<file path="config.mk">
export PLATFORM = sky130hd
export DESIGN_NAME = stepper_pulse_ramp_generator
export DESIGN_NICKNAME = d
export VERILOG_FILES = /design/src/hw/rtl/sprg_pkg.sv /design/src/hw/rtl/stepper_pulse_ramp_generator.sv /design/src/hw/rtl/sprg_div.sv
export SDC_FILE = /design/constraint.sdc
export NUM_CORES = 2
export LEC_CHECK = 0
export BUFFER_PORTS_ARGS = -buffer_cell sky130_fd_sc_hd__clkbuf_2
export CAP_MARGIN = 20
export CORE_MARGIN = 2
export CORE_UTILIZATION = 34
export DETAILED_ROUTE_END_ITERATION = 6
export SLEW_MARGIN = 20
export SYNTH_ARGS = -nofsm -noshare
export SYNTH_HDL_FRONTEND = slang
export SYNTH_SLANG_ARGS = --single-unit
</file>
<file path="constraint.sdc">
create_clock -name clk -period 22.5 [get_ports clk]
set_input_delay 3.375 -clock clk [delete_from_list [all_inputs] [get_ports clk]]
set_output_delay 3.375 -clock clk [all_outputs]
set_load 0.1 [all_outputs]
</file>
<file path="src/hw/rtl/sprg_pkg.sv">
// ---------------------------------------------------------------------------
// sprg_pkg
// Shared constants and types of the stepper pulse ramp generator.
// ---------------------------------------------------------------------------
`default_nettype none
package sprg_pkg;
  localparam int unsigned TIMEBASE_HZ_DEF  = 32000000;
  localparam int unsigned PERIOD_LIMIT_DEF = 65000;
  localparam int unsigned FREQ_W  = 18;
  localparam int unsigned STEP_W  = 24;
  localparam int unsigned IN_W    = 88;  // 86 bits packed, padded to bytes
  localparam int unsigned OUT_W   = 32;
  localparam logic OP_TICK  = 1'b0;
  localparam logic OP_START = 1'b1;
  localparam logic [1:0] MS_8  = 2'd0;
  localparam logic [1:0] MS_16 = 2'd1;
  localparam logic [1:0] MS_32 = 2'd2;
  localparam logic [1:0] MS_64 = 2'd3;

  // Request to the divider unit.
  typedef struct packed {
    logic        start;
    logic [63:0] dividend;
    logic [63:0] divisor;
  } div_req_t;

  // Response of the divider unit.
  typedef struct packed {
    logic        done;
    logic [63:0] quotient;
  } div_rsp_t;
endpackage
`default_nettype wire

</file>
<file path="src/hw/rtl/stepper_pulse_ramp_generator.sv">
// ---------------------------------------------------------------------------
// stepper_pulse_ramp_generator
// One stepper channel with a trapezoidal step frequency ramp.
// ---------------------------------------------------------------------------
// Usage: each input transfer is a tick (one timebase clock) or a move start.
// in_tdata carries all fields; every accepted item yields one result transfer
// carrying the pin levels, busy flag and completed step count.
// A tick with no rate change passes through ST_OUT to its result. A start,
// or a tick that ends a ramp step, runs the shared divider up to three
// times (ramp interpolation, prescaler, period); in_tready stays low
// meanwhile.
// Items are taken one at a time, in the steps accept, result register and
// result transfer, since in_tready is low until the result is taken.
// The result sits in an output register; while the receiver stalls
// out_tvalid holds and no new item is taken.
// Reset (synchronous, rst_n low) idles the channel, disables the driver,
// sets the period to PERIOD_LIMIT and prescale to 1, microstep mode 0.
// The microstep register is at byte address 0 of the cfg port.
// ---------------------------------------------------------------------------
`default_nettype none
module stepper_pulse_ramp_generator #(
  parameter int unsigned TIMEBASE_HZ  = sprg_pkg::TIMEBASE_HZ_DEF,
  parameter int unsigned PERIOD_LIMIT = sprg_pkg::PERIOD_LIMIT_DEF
) (
  input  wire logic                       clk,
  input  wire logic                       rst_n,
  input  wire logic                       in_tvalid,
  output logic                            in_tready,
  // operation, step_count, begin_freq, cruise_freq, ramp_steps, turn_dir
  input  wire logic [sprg_pkg::IN_W-1:0]  in_tdata,
  output logic                            out_tvalid,
  input  wire logic                       out_tready,
  // step_pin, dir_pin, enable_pin_n, ms1_pin, ms2_pin, busy_res, steps_done
  output logic [sprg_pkg::OUT_W-1:0]      out_tdata,
  input  wire logic                       cfg_psel,
  input  wire logic                       cfg_penable,
  input  wire logic                       cfg_pwrite,
  input  wire logic [1:0]                 cfg_paddr,
  input  wire logic [31:0]                cfg_pwdata,
  output logic [31:0]                     cfg_prdata,
  output logic                            cfg_pready
);
  import sprg_pkg::*;

  typedef enum logic [6:0] {
    ST_IDLE  = 7'b0000001,
    ST_RAMP  = 7'b0000010,
    ST_RWAIT = 7'b0000100,
    ST_SCALE = 7'b0001000,
    ST_SWAIT = 7'b0010000,
    ST_PWAIT = 7'b0100000,
    ST_OUT   = 7'b1000000
  } state_t;

  state_t st_r, st_nxt;
  div_req_t dreq;
  div_rsp_t drsp;

  logic [1:0]  ms_r;
  logic        run_r, pin_r, dir_r;
  logic [23:0] mv_r, acc_r;
  logic [24:0] tog_r;
  logic [17:0] lo_r, hi_r;
  logic [15:0] pl_r, pc_r;
  logic [7:0]  ps_r, psc_r;
  logic [17:0] f_r;       // frequency whose rate is being applied
  logic        ld_pc_r;   // reload period count after the rate update
  logic        neg_r;     // sign of the ramp product
  logic [7:0]  s_r;
  logic [31:0] out_r;
  logic        ov_r;

  // Input fields.
  logic        i_op, i_dir;
  logic [23:0] i_steps, i_ramp;
  logic [17:0] i_lo, i_hi;
  assign i_op    = in_tdata[0];
  assign i_steps = in_tdata[24:1];
  assign i_lo    = in_tdata[42:25];
  assign i_hi    = in_tdata[60:43];
  assign i_ramp  = in_tdata[84:61];
  assign i_dir   = in_tdata[85];

  assign in_tready  = (st_r == ST_IDLE) && !ov_r;
  assign out_tvalid = ov_r;
  assign out_tdata  = out_r;
  assign cfg_pready = 1'b1;
  assign cfg_prdata = {30'd0, ms_r};

  logic acc_in;
  assign acc_in = in_tvalid && in_tready;

  sprg_div u_div (.clk(clk), .rst_n(rst_n), .req(dreq), .rsp(drsp));

  // Tick arithmetic, done in the cycle the item is taken.
  logic        expire, tog_ev, fin;
  logic [7:0]  psc_inc;
  logic [24:0] tog_inc;
  logic [23:0] n_inc;
  logic        up_ph, dn_ph;
  logic [23:0] kmul;
  logic [18:0] dif;  // |hi-lo|
  logic        dneg;
  always_comb begin
    expire  = (pc_r <= 16'd1);
    psc_inc = psc_r + 8'd1;
    tog_ev  = expire && (psc_inc >= ps_r);
    tog_inc = tog_r + 25'd1;
    n_inc   = tog_inc[24:1];
    fin     = ({7'd0, tog_inc} >= {7'd0, mv_r, 1'b0});
    up_ph   = n_inc < acc_r;
    dn_ph   = {1'b0, n_inc} >= ({1'b0, mv_r} - {1'b0, acc_r});
    kmul    = up_ph ? n_inc : (mv_r - n_inc);
    dneg    = hi_r < lo_r;
    dif     = dneg ? {1'b0, lo_r} - {1'b0, hi_r} : {1'b0, hi_r} - {1'b0, lo_r};
  end

  // Sequencer and state registers.
  logic [63:0] prod;
  logic [31:0] ramp_f;
  logic [63:0] sc_q, pq;
  assign prod = {45'd0, dif} * {40'd0, kmul};
  always_comb begin
    // Signed interpolation result, truncated toward zero.
    ramp_f = neg_r ? {14'd0, lo_r} - drsp.quotient[31:0]
                   : {14'd0, lo_r} + drsp.quotient[31:0];
    sc_q   = drsp.quotient + 64'd1;
    pq     = drsp.quotient;
  end

  always_comb begin
    st_nxt        = st_r;
    dreq.start    = 1'b0;
    dreq.dividend = '0;
    dreq.divisor  = 64'd1;
    case (st_r)
      ST_IDLE: begin
        if (acc_in) st_nxt = ST_OUT;
        if (acc_in && i_op == OP_START && !run_r && i_steps != '0 && i_lo != '0)
          st_nxt = ST_SCALE;
        if (acc_in && i_op == OP_TICK && run_r && tog_ev && !tog_inc[0] &&
            acc_r != '0) begin
          if (up_ph || dn_ph) begin
            st_nxt        = ST_RWAIT;
            dreq.start    = 1'b1;
            dreq.dividend = prod;
            dreq.divisor  = {40'd0, acc_r};
          end else if (hi_r != '0) begin
            st_nxt = ST_SCALE;
          end
        end
      end
      ST_RWAIT: begin
        if (drsp.done) begin
          if (!ramp_f[31] && ramp_f != '0) st_nxt = ST_SCALE;
          else st_nxt = ST_OUT;
        end
      end
      ST_SCALE: begin
        st_nxt        = ST_SWAIT;
        dreq.start    = 1'b1;
        dreq.dividend = 64'(TIMEBASE_HZ);
        dreq.divisor  = {46'd0, f_r} * 64'(2 * (PERIOD_LIMIT + 1));
      end
      ST_SWAIT: begin
        if (drsp.done) begin
          st_nxt        = ST_RAMP;
        end
      end
      ST_RAMP: begin
        st_nxt        = ST_PWAIT;
        dreq.start    = 1'b1;
        dreq.dividend = 64'(TIMEBASE_HZ);
        dreq.divisor  = {45'd0, f_r, 1'b0} * {56'd0, s_r};
      end
      ST_PWAIT: begin
        if (drsp.done) st_nxt = ST_OUT;
      end
      ST_OUT: st_nxt = ST_IDLE;
      default: st_nxt = ST_IDLE;
    endcase
  end

  always_ff @(posedge clk) begin
    if (!rst_n) begin
      st_r  <= ST_IDLE;
      ms_r  <= MS_8;
      run_r <= 1'b0; pin_r <= 1'b0; dir_r <= 1'b0;
      mv_r  <= '0; tog_r <= '0; lo_r <= '0; hi_r <= '0; acc_r <= '0;
      pl_r  <= 16'(PERIOD_LIMIT); ps_r <= 8'd1; psc_r <= '0; pc_r <= '0;
      ov_r  <= 1'b0; ld_pc_r <= 1'b0;
    end else begin
      st_r <= st_nxt;
      if (cfg_psel && cfg_penable && cfg_pwrite && cfg_paddr == 2'd0)
        ms_r <= cfg_pwdata[1:0];
      if (ov_r && out_tready) ov_r <= 1'b0;
      if (st_r == ST_IDLE && acc_in) begin
        ld_pc_r <= (i_op == OP_START) && !run_r && (i_steps != '0);
        if (i_op == OP_START) begin
          if (!run_r && i_steps != '0) begin
            mv_r    <= i_steps;
            tog_r   <= '0;
            lo_r    <= i_lo;
            hi_r    <= i_hi;
            acc_r   <= ({1'b0, i_ramp} > {1'b0, i_steps[23:1]}) ? i_steps >> 1 : i_ramp;
            dir_r   <= i_dir;
            run_r   <= 1'b1;
            f_r     <= i_lo;
            pc_r    <= pl_r;
          end
        end else if (run_r) begin
          if (expire) begin
            pc_r <= pl_r;
            if (tog_ev) begin
              psc_r <= '0;
              pin_r <= fin ? 1'b0 : ~pin_r;
              tog_r <= tog_inc;
              if (fin) run_r <= 1'b0;
              f_r   <= hi_r;
              neg_r <= dneg;
            end else begin
              psc_r <= psc_inc;
            end
          end else begin
            pc_r <= pc_r - 16'd1;
          end
        end
      end
      if (st_r == ST_RWAIT && drsp.done) f_r <= ramp_f[17:0];
      if (st_r == ST_SWAIT && drsp.done)
        s_r <= (sc_q > 64'd255) ? 8'd255 : sc_q[7:0];
      if (st_r == ST_PWAIT && drsp.done) begin
        ps_r <= s_r;
        if (pq > 64'(PERIOD_LIMIT)) begin
          pl_r <= 16'(PERIOD_LIMIT);
          if (ld_pc_r) pc_r <= 16'(PERIOD_LIMIT);
        end else if (pq == '0) begin
          pl_r <= 16'd1;
          if (ld_pc_r) pc_r <= 16'd1;
        end else begin
          pl_r <= pq[15:0];
          if (ld_pc_r) pc_r <= pq[15:0];
        end
      end
      if (st_r == ST_OUT) ov_r <= 1'b1;
    end
    if (st_r == ST_OUT) begin
      out_r <= {2'd0, tog_r[24:1], run_r,
                (ms_r == MS_16 || ms_r == MS_64),
                (ms_r == MS_16 || ms_r == MS_32),
                ~run_r, dir_r, pin_r};
    end
  end
endmodule
`default_nettype wire

</file>
<file path="src/hw/rtl/sprg_div.sv">
// ---------------------------------------------------------------------------
// sprg_div
// Radix-2 restoring divider of 64-bit operands, one quotient bit per cycle.
// ---------------------------------------------------------------------------
`default_nettype none
module sprg_div (
  input  wire logic               clk,
  input  wire logic               rst_n,
  input  wire sprg_pkg::div_req_t req,
  output sprg_pkg::div_rsp_t      rsp
);
  import sprg_pkg::*;
  logic [63:0] quo_r, quo_nxt, den_r, den_nxt;
  logic [64:0] rem_r, rem_nxt, trial;
  logic [6:0]  cnt_r, cnt_nxt;
  logic        busy_r, busy_nxt, done_r, done_nxt;

  // Shift in one dividend bit and try the subtraction.
  always_comb begin
    quo_nxt  = quo_r;
    rem_nxt  = rem_r;
    den_nxt  = den_r;
    cnt_nxt  = cnt_r;
    busy_nxt = busy_r;
    done_nxt = 1'b0;
    trial    = {rem_r[63:0], quo_r[63]} - {1'b0, den_r};
    if (req.start) begin
      quo_nxt  = req.dividend;
      den_nxt  = req.divisor;
      rem_nxt  = '0;
      cnt_nxt  = '0;
      busy_nxt = 1'b1;
    end else if (busy_r) begin
      if (trial[64]) begin
        rem_nxt = {rem_r[63:0], quo_r[63]};
        quo_nxt = {quo_r[62:0], 1'b0};
      end else begin
        rem_nxt = trial;
        quo_nxt = {quo_r[62:0], 1'b1};
      end
      cnt_nxt = cnt_r + 7'd1;
      if (cnt_r == 7'd63) begin
        busy_nxt = 1'b0;
        done_nxt = 1'b1;
      end
    end
  end

  always_ff @(posedge clk) begin
    if (!rst_n) begin
      busy_r <= 1'b0;
      done_r <= 1'b0;
      cnt_r  <= '0;
    end else begin
      busy_r <= busy_nxt;
      done_r <= done_nxt;
      cnt_r  <= cnt_nxt;
    end
    quo_r <= quo_nxt;
    rem_r <= rem_nxt;
    den_r <= den_nxt;
  end

  assign rsp.done     = done_r;
  assign rsp.quotient = quo_r;
endmodule
`default_nettype wire

</file>
Word-level counts from Yosys, hierarchy flattened
Cells that the tools add are included.

word-level totals
  bits in registers = 429
  bits of input ports = 129
  output and inout port bits = 67
  logic and storage cells = 189

cells by class
  add/sub/neg operators = 12
  $mul = 3
  magnitude comparators = 9
  equal/unequal tests = 16
  multiplexer cells = 60
  bitwise operators = 5
  reductions and logical operators = 58

operator list
  operator                                                                           count
  129-bit one-hot mux with 3 select lines                                            1
  129-bit 2-to-1 mux                                                                 2
  16-bit 2-to-1 mux                                                                  13
  64-bit 2-to-1 mux                                                                  3
  18-bit 2-to-1 mux                                                                  7
  25-bit 2-to-1 mux                                                                  5
  65-bit by 64-bit subtractor with 65-bit output                                     1
  64-bit by 1-bit adder with 64-bit output, second input constant                    1
  64-bit by 16-bit greater-than comparator with 1-bit output, second input constant  1
  64-bit by 8-bit greater-than comparator with 1-bit output, second input constant   1
  64-bit logical NOT                                                                 1
  7-bit 2-to-1 mux                                                                   9
  24-bit 2-to-1 mux                                                                  2
  24-bit nonzero test                                                                2
  19-bit by 24-bit multiplier with 43-bit output                                     1
  7-bit one-hot mux with 6 select lines                                              1
  18-bit by 18-bit subtractor with 19-bit output                                     2
  18-bit nonzero test                                                                2
  18-bit by 16-bit multiplier with 34-bit output, second input constant              1
  18-bit by 32-bit adder with 32-bit output                                          1
  32-bit 2-to-1 mux                                                                  1
  32-bit nonzero test                                                                1
  18-bit by 32-bit subtractor with 32-bit output                                     1
  18-bit by 8-bit multiplier with 26-bit output                                      1
  41 further kinds                                                                   102

Depth between registers and ports, before layout
  depth after elaboration = 12
  gate-level depth with buffers = 44
  depth with buffers taken out = 43

Modules after synthesis
From an unflattened synthesis, not the netlist that was laid out.

unflattened totals
  cell total of the unflattened synthesis = 6822
  area, all modules = 57787.9 sq um

by module, submodules not included
  module                        times used  cells an instance  area an instance (sq um)  seq. area each (sq um)
  stepper_pulse_ramp_generator  1           5577               45646.3                   5134.9
  sprg_div                      1           1245               12141.6                   5305.1

Worst setup path before layout
Ideal clock, no wire load.

  path kind = reg-to-reg
  start point = reg tog_r[0]
  end point = reg u_div.quo_r[42], data pin
  setup time = 0.268 ns
  data arrival time = 10.340 ns
  data required time = 22.232 ns
  setup slack = 11.893 ns
  stages on the path, launching flop included = 45
  buffers on the path = 4
  clock period less this slack = 10.607 ns
  cells stage by stage = dfxtp_1 -> ha_1 -> nand2_1 -> nor2_1 -> and3_1 -> and3_1 -> clkbuf_1 -> nand3_1 -> nor2_1 -> xor2_1 -> ha_1 -> a21o_1 -> a21o_1 -> a221oi_1 -> o21ai_0 -> a311oi_1 -> clkbuf_1 -> clkbuf_1 -> [... 9 more ...] -> inv_1 -> fa_1 -> fa_1 -> inv_1 -> fa_1 -> inv_1 -> ha_1 -> a21o_1 -> a21o_1 -> a21oi_1 -> a21boi_0 -> o21a_1 -> a311oi_1 -> o21ai_0 -> a221o_1 -> a21oi_1 -> xnor2_1 -> o21ai_0

between the ends
  word-level cells in the longest chain between the ends = 8
  elaborated cells on any way between the ends = 14
  classes of those cells = 2 x add/sub; 1 x mul; 2 x order compare; 5 x mux; 4 x reduce/logical

RTL lines
  what                                                             line                                                                      RTL
  start: declaration                                               stepper_pulse_ramp_generator.sv:62                                        logic [24:0] tog_r;
  start signal: assignment                                         stepper_pulse_ramp_generator.sv:217                                       tog_r <= tog_inc;
  25-bit by 1-bit adder with 25-bit output *                       stepper_pulse_ramp_generator.sv:108                                       tog_inc = tog_r + 25'd1;
  24-bit subtractor / 24-bit < comparator (equally long branches)  stepper_pulse_ramp_generator.sv:113, stepper_pulse_ramp_generator.sv:111
  24-bit 2-to-1 mux                                                stepper_pulse_ramp_generator.sv:113                                       kmul = up_ph ? n_inc : (mv_r - n_inc);
  19-bit by 24-bit multiplier with 43-bit output                   stepper_pulse_ramp_generator.sv:122                                       assign prod = {45'd0, dif} * {40'd0, kmul};
  129-bit 2-to-1 mux                                               stepper_pulse_ramp_generator.sv:143                                       if (up_ph || dn_ph) begin
  129-bit 2-to-1 mux *                                             stepper_pulse_ramp_generator.sv:141                                       if (acc_in && i_op == OP_TICK && run_r && tog_ev && !tog_inc[0] &&
  129-bit one-hot mux with 3 select lines *                        stepper_pulse_ramp_generator.sv:136                                       case (st_r)
  64-bit 2-to-1 mux *                                              sprg_div.sv:27                                                            if (req.start) begin
  named net u_div.quo_nxt[42]                                      sprg_div.sv:13                                                            logic [63:0] quo_r, quo_nxt, den_r, den_nxt;
  end signal: assignment                                           sprg_div.sv:59                                                            quo_r <= quo_nxt;
  end: declaration                                                 sprg_div.sv:13

Mark *: on every way through the listed nets, which the timed path passes. The rest lies on a longest branch.
A chain may end at the register's enable or synchronous reset.

Final worst setup path
Ends and elaborated chain as after synthesis.

==> metrics <==
CP max stage delay=0.66 ns; Req. time, crit path=22.87 ns; WHS=roughly 0.43 ns; worst reg2reg setup slack=9.69 ns; Peak VDD IR=0.150 mV; CTS Buf Count=49; Worst-Skew Late Latency=0.66 ns; Synth Warn #=0; CP Class=reg2reg; Die W=~400 um; Lkg Pwr=27.2 nW; Core ar.=around 0.16 mm2; post-cts sizing count=0; critical path arrival=13.18 ns; PwrDens=around 150 mW/mm2; CP Capture Type=register; final worst path period share=0.569; Root Driver=clkbuf_16; Startpoint Class=register; commonest non-fill, non-tap cell in the layout=inv_1; relative slew slack=0.241; crit path time final=12.81 ns; DIE AREA=0.163 mm2; NumNets Final=7797; Worst-path clk slew=0.06 ns; post-CTS setup buffers=0; H-tree depth=2; mapped cell area=0.0545 mm2; via count=roughly 46k; Seq/Total Area, Yosys=0.176; Die Ht=~400 um; Most Frequent Cell on Critical Path=fa_1; Post-Syn Area per Cell=8.36 um2; top_reg_cell synth=dfxtp_1; final setup violation count=0; buffers added on ports=130; Synth cell types=91; critical path buffer and inverter count=5; DRT antenna net count=0; Mapped Cells=between 6k and 7k; GRT overflow=0; number of flops mapped to enable cells by yosys=between 150 and 200; Hold Crit Class=reg2reg; vias in the first global route=around 46k; Area Overhead vs Synth=8.55%; final setup skew=0.0599 ns; delay-heaviest family, CP=adder cells; # IOs=196; Diodes inserted=0; async set or reset register ratio after synthesis=0; pin count of the biggest net entering global routing=about 110; status=complete, no violations; commonest cells after routing, fill and taps aside=inv_1 (973), nand2_1 (655), fa_1 (611), ha_1 (541), nor2_1 (533); final setup TNS=0 ns; Tot GR Track Use=0.208; Fin. Hold Viols=0; RSZ-0062 raised after global routing=no; gpl congestion=0.954; Site Rows=146; first-pass GRT wire length=268000 um; layout cells sized above 1=0.0595; drt drc=0; starting density of the core=0.343; Routed WL=171000 um; initial antenna violation count=11; clk sinks=400; crit-path max FO=47; Routed WL per cell=between 15 and 20 um; clk buf depth=3; CP max-delay cell=nor4_1; drt first pass iters=7; flops & latches, synth=400; Slew @ Worst Pin=between 1 and 1.5 ns; Vias/cell=5.36; Post-DP HPWL=135000 um; maxcap violations=0; Slew Limit Fails=0; CTS Hold Bufs=0; CTS tree=built; Initial DRC Count=3597; Max Freq=between 70 and 80 MHz
-- per-layer routing --
metal | up-vias | global-route usage | wire length (um)
met5 | - | 0 | 77
met4 | 14 | 0.0602 | 5110
met3 | 254 | 0.0310 | 11800
met2 | 1367 | 0.341 | 78600
met1 | 23000 | 0.283 | 75400
li1 | 21600 | - | -
-- where the power goes --
group / switching (W) / total [W] / internal (W)
Combinational: 0.00426 / 0.00679 / 0.00253
Clock: 0.000355 / 0.000847 / 0.000492
Sequential: 0.000145 / 0.00101 / 0.000869
Total: 0.00476 / 0.00866 / 0.00389
-- metrics by stage --
stage | setup slack, ns | cells | total power (W) | area, um2 | utilization
floorplan | 11.89 | 6546 | 0.00572 | 54600 | -
CTS | 9.77 | 8629 | 0.00867 | 59100 | 0.372
global placement | 9.90 | 8537 | 0.00769 | 57400 | 0.362
detailed placement | 9.79 | 8537 | 0.00775 | 57400 | 0.362
global route | 8.57 | 8629 | 0.00944 | 59100 | 0.372
finish | 9.69 | 8629 | 0.00866 | 59100 | 0.372
-- worst register-to-register path: cells and delay by family, from the launching register on --
| kind | cells | cell delay (ns) |
|---|---|---|
| adders and majority gates | 9 | 4.25 |
| AOI/OAI and AO/OA | 12 | 3.86 |
| and+or+nand+nor | 9 | 2.56 |
| buffers and inverters | 5 | 0.70 |
| DFF | 1 | 0.59 |
| xor gates and xnor gates | 2 | 0.56 |
-- cells in the mapped netlist, types with 116 or more instances --
cell type / instances / area share
clkbuf_1: 250 / 0.017
nor3_1: 116 / 0.011
nand3_1: 120 / 0.011
inv_1: 975 / 0.067
nor2_1: 534 / 0.037
nand2_1: 656 / 0.045
dfxtp_1: 244 / 0.090
a21o_1: 143 / 0.020
edfxtp_1: 156 / 0.086
o21ai_0: 291 / 0.027
a21oi_1: 443 / 0.041
xnor2_1: 196 / 0.032
ha_1: 541 / 0.12
xor2_1: 116 / 0.019
fa_1: 611 / 0.22
-- sequential cells by signal (all words and copies together), names as in the netlist, 2 cells and up --
| signal | cells |
|---|---|
| mv_r | 24 |
| ps_r | 8 |
| acc_r | 24 |
| hi_r | 18 |
| s_r | 8 |
| pl_r | 16 |
| u_div.cnt_r | 7 |
| f_r | 18 |
| pc_r | 16 |
| lo_r | 18 |
| psc_r | 8 |
| ms_r | 2 |
| st_r | 7 |
| u_div.den_r | 35 |
| out_tdata | 30 |
| tog_r | 25 |
| u_div.quo_r | 64 |
| u_div.rem_r | 64 |
-- worst paths after layout --
path,endpoint,cells after the start,from
setup / recovery,u_div.quo_r[42]$_DFFE_PP_,37,tog_r[0]$_SDFFE_PN0P_
hold / removal,out_tdata[1]$_DFFE_PP_,0,dir_r$_SDFFE_PN0P_
setup reg to reg,u_div.quo_r[42]$_DFFE_PP_,37,tog_r[0]$_SDFFE_PN0P_
hold reg to reg,out_tdata[1]$_DFFE_PP_,0,dir_r$_SDFFE_PN0P_
-- cell families after synthesis --
family                   count (synthesis)  synth area share
AND/OR/NAND/NOR                       1994             0.173
adder cells (fa/ha/maj)               1152             0.349
buffers and inverters                 1286            0.0915
XOR/XNOR                               312            0.0502
AO/OA/AOI/OAI                         1291             0.146
other                                    2          0.000138
multiplexers                            78            0.0147
flip-flops                             400             0.176
-- final cells by class --
class	count	area [um2]
Clock buffer	59	1280
Multi-Input combinational cell	4860	40200
Fill cell	16300	99600
Tap cell	2072	2590
Sequential cell	400	9570
Inverter	976	3670
Clock inverter	33	398
Timing Repair Buffer	229	1390
(Power assumes the default switching activity.)
